## src/design/quantized_row_dot_product_assert.svh

```systemverilog
// Assertion macros for the design files; the controller uses them.
`ifndef QUANTIZED_ROW_DOT_PRODUCT_ASSERT_SVH
`define QUANTIZED_ROW_DOT_PRODUCT_ASSERT_SVH

`ifndef SYNTH
// Same-cycle implication, disabled while reset is asserted.
`define QRDP_ASSERT_IMPL(lbl, clk, rstn, ante, cons) \
  lbl: assert property (@(posedge clk) disable iff (!rstn) (ante) |-> (cons)) \
    else $error("assertion failed");
// Next-cycle implication, disabled while reset is asserted.
`define QRDP_ASSERT_NEXT(lbl, clk, rstn, ante, cons) \
  lbl: assert property (@(posedge clk) disable iff (!rstn) (ante) |=> (cons)) \
    else $error("assertion failed");
`else
`define QRDP_ASSERT_IMPL(lbl, clk, rstn, ante, cons)
`define QRDP_ASSERT_NEXT(lbl, clk, rstn, ante, cons)
`endif

`endif

```

## src/design/qrdp_pkg.sv

```systemverilog
package qrdp_pkg;

  // Field widths of the request and result channels.
  localparam int unsigned ACT_IDX_W   = 12;
  localparam int unsigned ACT_VAL_W   = 8;
  localparam int unsigned BYTE_W      = 8;
  localparam int unsigned SCALE_W     = 32;
  localparam int unsigned ROW_LEN_W   = 13;
  localparam int unsigned DOT_W       = 29;
  localparam int unsigned SCALED_W    = 60;
  localparam int unsigned ROW_IDX_W   = 16;

  // Internal arithmetic widths.
  localparam int unsigned ACC_W       = 28;
  localparam int unsigned MAG_W       = 28;
  localparam int unsigned PSCALE_W    = 2 * SCALE_W;
  localparam int unsigned PROD_W      = MAG_W + PSCALE_W;
  localparam int unsigned PART_W      = MAG_W + SCALE_W;

  // Configuration port.
  localparam int unsigned CFG_IDX_W   = 2;
  localparam int unsigned CFG_DATA_W  = 32;

  localparam logic [CFG_IDX_W-1:0] CFG_WEIGHT_FORMAT = 2'd0;
  localparam logic [CFG_IDX_W-1:0] CFG_ROW_LENGTH    = 2'd1;
  localparam logic [CFG_IDX_W-1:0] CFG_ACT_SCALE     = 2'd2;

  localparam logic [ROW_LEN_W-1:0] ROW_LENGTH_RST = 13'd4096;
  localparam logic [SCALE_W-1:0]   ACT_SCALE_RST  = 32'd16777216;

  // Request type and weight format codes.
  localparam logic REQ_ACT    = 1'b0;
  localparam logic REQ_WEIGHT = 1'b1;
  localparam logic FMT_INT8   = 1'b0;
  localparam logic FMT_INT4   = 1'b1;

  // Commands from the controller to the datapath.
  typedef struct packed {
    logic load_act;   // capture an activation request, start index reduction
    logic load_wt;    // capture a weight request, launch the store reads
    logic red_step;   // one compare-subtract step of the index reduction
    logic act_write;  // write the activation into its bank
    logic mul_prod;   // form the two weight products
    logic acc_add;    // accumulate the products
    logic mul_p;      // multiply the two scales
    logic mul_lo;     // magnitude times low half of the scale product
    logic mul_hi;     // add magnitude times high half
    logic out_load;   // round, saturate and load the output register
  } qrdp_cmd_t;

  // Status from the datapath to the controller.
  typedef struct packed {
    logic red_last;   // the current reduction step is the last one
    logic row_end;    // the weight request in flight ends the row
  } qrdp_sts_t;

endpackage

```

## src/design/qrdp_ctrl.sv

```systemverilog
`include "quantized_row_dot_product_assert.svh"

module qrdp_ctrl (
  input  logic                clk_i,
  input  logic                rst_ni,
  input  logic                req_valid_i,
  input  logic                req_type_i,
  output logic                req_ready_o,
  output logic                res_valid_o,
  input  logic                res_ready_i,
  input  qrdp_pkg::qrdp_sts_t sts_i,
  output qrdp_pkg::qrdp_cmd_t cmd_o
);
  import qrdp_pkg::*;

  typedef enum logic [8:0] {
    S_IDLE  = 9'b000000001,
    S_RED   = 9'b000000010,
    S_WR    = 9'b000000100,
    S_RD    = 9'b000001000,
    S_ACC   = 9'b000010000,
    S_MULP  = 9'b000100000,
    S_MULLO = 9'b001000000,
    S_MULHI = 9'b010000000,
    S_FIN   = 9'b100000000
  } qrdp_state_e;

  qrdp_state_e state_q, state_d;
  logic        out_valid_q, out_valid_d;
  qrdp_cmd_t   cmd;

  always_comb begin
    state_d = state_q;
    cmd     = '0;
    case (state_q)
      S_IDLE: begin
        if (req_valid_i) begin
          if (req_type_i == REQ_WEIGHT) begin
            cmd.load_wt = 1'b1;
            state_d     = S_RD;
          end else begin
            cmd.load_act = 1'b1;
            state_d      = S_RED;
          end
        end
      end
      S_RED: begin
        cmd.red_step = 1'b1;
        if (sts_i.red_last) begin
          state_d = S_WR;
        end
      end
      S_WR: begin
        cmd.act_write = 1'b1;
        state_d       = S_IDLE;
      end
      S_RD: begin
        cmd.mul_prod = 1'b1;
        state_d      = S_ACC;
      end
      S_ACC: begin
        cmd.acc_add = 1'b1;
        state_d     = sts_i.row_end ? S_MULP : S_IDLE;
      end
      S_MULP: begin
        cmd.mul_p = 1'b1;
        state_d   = S_MULLO;
      end
      S_MULLO: begin
        cmd.mul_lo = 1'b1;
        state_d    = S_MULHI;
      end
      S_MULHI: begin
        cmd.mul_hi = 1'b1;
        state_d    = S_FIN;
      end
      S_FIN: begin
        // Wait here while the previous result has not been taken.
        if (!out_valid_q || res_ready_i) begin
          cmd.out_load = 1'b1;
          state_d      = S_IDLE;
        end
      end
      default: begin
        state_d = S_IDLE;
      end
    endcase
  end

  always_comb begin
    out_valid_d = out_valid_q;
    if (cmd.out_load) begin
      out_valid_d = 1'b1;
    end else if (res_ready_i) begin
      out_valid_d = 1'b0;
    end
  end

  always_ff @(posedge clk_i or negedge rst_ni) begin
    if (!rst_ni) begin
      state_q     <= S_IDLE;
      out_valid_q <= 1'b0;
    end else begin
      state_q     <= state_d;
      out_valid_q <= out_valid_d;
    end
  end

  assign req_ready_o = (state_q == S_IDLE);
  assign res_valid_o = out_valid_q;
  assign cmd_o       = cmd;

  `QRDP_ASSERT_IMPL(a_load_free, clk_i, rst_ni, cmd.out_load, !out_valid_q || res_ready_i)
  `QRDP_ASSERT_NEXT(a_load_shows, clk_i, rst_ni, cmd.out_load, out_valid_q)
  `QRDP_ASSERT_NEXT(a_wt_to_rd, clk_i, rst_ni, cmd.load_wt, state_q == S_RD)
  `QRDP_ASSERT_NEXT(a_end_scales, clk_i, rst_ni, (state_q == S_ACC) && sts_i.row_end, state_q == S_MULP)

endmodule

```

## config.mk

```make
export PLATFORM = sky130hd
export DESIGN_NAME = qrdp_ctrl
export DESIGN_NICKNAME = d
export VERILOG_FILES = /design/src/design/qrdp_pkg.sv /design/src/design/qrdp_ctrl.sv
export VERILOG_INCLUDE_DIRS = /design/src /design/src/design
export SDC_FILE = /design/constraint.sdc
export NUM_CORES = 1
export LEC_CHECK = 0
export ABC_CLOCK_PERIOD_IN_PS = 2900
export BUFFER_PORTS_ARGS = -buffer_cell sky130_fd_sc_hd__buf_2
export CORE_UTILIZATION = 49
export CTS_BUF_LIST = sky130_fd_sc_hd__clkbuf_8 sky130_fd_sc_hd__clkbuf_16
export CTS_CLUSTER_SIZE = 8
export DETAILED_ROUTE_END_ITERATION = 8
export PLACE_DENSITY = 0.73
export REMOVE_ABC_BUFFERS = 1
export SYNTH_ARGS = -nofsm -noshare
export SYNTH_HDL_FRONTEND = slang
export SYNTH_SLANG_ARGS = --single-unit
```

## constraint.sdc

```tcl
create_clock -name clk_i -period 2.9 [get_ports clk_i]
set_input_delay 0.435 -clock clk_i [delete_from_list [all_inputs] [get_ports clk_i]]
set_output_delay 0.435 -clock clk_i [all_outputs]
set_load 0.03 [all_outputs]
```

# Yosys cells after proc, flatten, opt, wreduce, memory -nomap -nowiden
# Index checks and enable logic that the tools add are counted.
# Widths: inputs -> output; s select.
[totals]
input_bits = 7
register_bits = 10
elab_cells = 39
[op_classes]
eq_ne = 12
reduce_logical = 4
muxes = 21
[ops]
columns = ["cell", "n"]
rows = [
  ["$pmux 9 s8", 1],
  ["$mux 9", 3],
  ["$mux 1", 13],
  ["$eq 9x1->1 const B", 1],
  ["$eq 9x2->1 const B", 1],
  ["$eq 9x3->1 const B", 1],
  ["$eq 9x4->1 const B", 1],
  ["$eq 9x5->1 const B", 1],
  ["$eq 9x6->1 const B", 1],
  ["$eq 9x7->1 const B", 1],
  ["$eq 9x8->1 const B", 1],
  ["$eq 9x9->1 const B", 1],
  ["$mux 6", 1],
  ["$ne 2x2->1 const B", 3],
  ["$mux 2", 2],
  ["$mux 4", 1],
  ["$reduce_and 3->1", 1],
  ["$reduce_bool 2->1", 1],
  ["$logic_not 1->1", 1],
  ["$logic_or 1x1->1", 1],
]

# Longest topological paths before layout
[depth]
word_depth = 5
ltp_mapped = 7
ltp_nobuf = 4

# Least setup slack after synthesis
# No wires, ideal clock.
[synth_path]
path_kind = "flip-flop to output port"
start = "register state_q[1]"
end = "output cmd_o[1] in the netlist's numbering"
t_arrival_ns = 2.444
path_slack_ns = 0.021
path_stages_with_launch = 5
t_required_ns = 2.465
path_cell_list = "dfrtp_1 > buf_2 > or3_1 > or4_1 > nor4b_1"
[synth_lines]
columns = ["item", "line_no", "rtl"]
rows = [
  ["start: declaration", "qrdp_ctrl.sv:28", "qrdp_state_e state_q, state_d;"],
  ["start signal: assignment", "qrdp_ctrl.sv:104", "state_q <= state_d;"],
  ["end: declaration", "qrdp_ctrl.sv:12", "output qrdp_pkg::qrdp_cmd_t cmd_o"],
]

==> reports/metrics.cfg <==
[synth]
avgSynthCellArea_um2 = 9.46
yosys-top-cells-count = dfrtp_1 (9), nor4_1 (5), nor4b_1 (5)
ys_seq_elements = 10
synth.distinct_cells = 34
synth-main-ff-cell = dfrtp_1
synth_top_area_frac = 0.340
yosysSeqAreaShare = 0.380
synthArstFlopShare = 1.00
yosysWarnings = 0
yosysTopAreaCell = dfrtp_1
syn_area_um2 = 662
synth_most_common_cell = dfrtp_1
synth.area.top_cells = dfrtp_1 (34%), nor4b_1 (6.6%), nor4_1 (4.7%)
syn_inst = 70
synth_edf_count = 0

[finish]
layout-drive-gt1-share = 0.326
area_growth_pct = 17.8
multiInputGateArea_um2 = 349
finish.utilization = 0.657
postLayoutCellArea_um2 = 779
final_nets = 94
fillerInstances = 101
register_area_um2 = 253
insertedDiodeCount = 0

[clock_tree]
clock_sinks = 10
htree_levels = 1
clockRootBuffer = clkbuf_8
cts_made_buffers = 3
clk_transition_reported_paths_ps = 50
cts_tree = built
clk_path_buf_depth = 2
insertion_delay_ps = 240

[drt]
first_pass_iters = 4
dr_wl_met3_um = 57
drcViolationCount = 0
route.met2.wl_um = 582
drt_wl_total_um = 1380
avgViaCountPerCell = 5.87
vias = 587
drt_first_iter_violations = 8
wl_per_cell_um = 13.8
ant_nets = 0
top_layer = met4
met1_length_um = 704

[floorplanning]
initial_core_util = 0.558
die_w_um = 38.8
row_count = 12
io_pins = 19
die_area_um2 = 1500
chipHeight_um = 38.8
core_um2 = 1190

[global_route]
grt_max_degree = 12
antenna_found_initial = 0
grt_pass1_wl_um = 2350
overflow = 0
track_usage = 0.242
first_global_vias = 496

[power_and_ir_drop]
p_leak_nw = 0.391
p_comb_frac = 0.440
peakVddDrop_v = 0.000345
p_int_w = 0.000374
clockPowerShare = 0.237
power_density_nw_per_um2 = 804
seqPwrFrac = 0.323
p_sw_w = 0.000253
p_sw_frac = 0.403

[sta]
grt_setup_unrepaired = no
timing_hold_violations_final = 0
relSlewSlack = 0.752
worst_slew_pin_slew_ps = 369
setup_viol = 0
tns_ps = 0
skew_ps = 7.01
fmax_mhz = 357
fin_crit_sh = 0.966
period_needed_ps = 2800
slew_viol_final = 0

[status]
run_status = completed

[setup_path]
crit_required_ps = 2470
startpoint_type = register
worstPathMaxFanout = 7
crit_path_end_kind = primary output
crit_type = reg -> out
arrival_ps = 2370

[placed_design]
place.gp.congestion = 0.810
dpl_cell_area_um2 = 731
dp_hpwl_um = 1010
portBuffers = 18

[hold_path]
hp-class = in -> async

[job]
maxCapViolations = 0

path summary, 6_finish.rpt:
kind | start | end | slack (ps) | cells past startpoint
setup / recovery | state_q[5] | cmd_o[9] | 100 | 5
hold / removal | rst_ni | state_q[1] | 40 | 1
setup reg to reg | state_q[5] | state_q[3] | 920 | 4
hold reg to reg | state_q[5] | state_q[7] | 520 | 1
max in group asynchronous | rst_ni | state_q[0] | 2600 | 1
min in group clk_i | sts_i[1] | state_q[2] | 440 | 2
logic make-up (layout without fill, tap and decap cells):
logic type / after synthesis / after routing / synth area share
XOR/XNOR: 2 / 2 / 0.0265
flip-flops: 10 / 10 / 0.380
AO/OA/AOI/OAI: 10 / 10 / 0.104
buffers and inverters: 11 / 27 / 0.0926
AND/OR/NAND/NOR: 37 / 37 / 0.397
stage by stage:
stage | hold WS [ps] | power [W] | worst slack [ps] | instances
global placement | 306 | 0.000468 | 414 | 96
floorplan | 139 | 0.000404 | 44.4 | 63
CTS | 52.4 | 0.000627 | 88.4 | 100
detailed placement | 307 | 0.000475 | 342 | 96
finish | 44.4 | 0.000627 | 99.9 | 100
global route | 63.6 | 0.000670 | 0.670 | 100
routing by layer:
metal,up-vias,GRT usage
met4,0,0.155
li1,294,-
met2,15,0.321
met5,-,0
met1,273,0.348
met3,5,0.0520
worst max-delay path: stages (launching register included):
cell and delay (ps):
dfrtp_2 440, or4_4 590, or4_4 480, nor3b_4 240, and3b_1 200, clkbuf_4 190
sequential cells by signal (all words and copies together), names as in the netlist:
register / flops
res_valid_o: 1
state_q: 9
layout by cell type (no fill, tap or decap), types with 2 or more instances in the layout:
cell type | netlist | routed
nor2_1 | 4 | 4
and2_1 | 2 | 2
dfrtp_1 | 9 | 8
nor4b_1 | 5 | 5
nor4_1 | 5 | 5
a31oi_1 | 2 | 2
or4_4 | 2 | 2
o21ai_0 | 2 | 2
or4_1 | 3 | 3
and3_1 | 2 | 2
inv_1 | 4 | 5
clkbuf_8 | 0 | 3
nand2_1 | 3 | 3
buf_2 | 1 | 17
nor3_1 | 3 | 3
final cells by class:
class                      count  share of cell area
sequential                    10               0.324
clock inverter                 1             0.00482
inverter                       4              0.0193
timing repair buffer          19               0.128
multi-input combinational     49               0.448
tap                           14              0.0225
clock buffer                   3              0.0530
repair_timing:
action / in CTS / in global routing
resized for setup: 0 / 2
endpoints found under the setup margin: 0 / 1
hold buffers: 0 / 0
buffers inserted: 0 / 0
hold endpoints to repair: 0 / 0
power by group through the flow:
stage               clock network [W]  registers (W)  logic (W)
finish                       0.000149       0.000202   0.000276
global placement                    0       0.000202   0.000266
detailed placement                  0       0.000204   0.000272
floorplan                           0       0.000200   0.000204
global route                 0.000159       0.000208   0.000303
CTS                          0.000152       0.000201   0.000274
No activity file was read; power rests on OpenSTA's default activity.
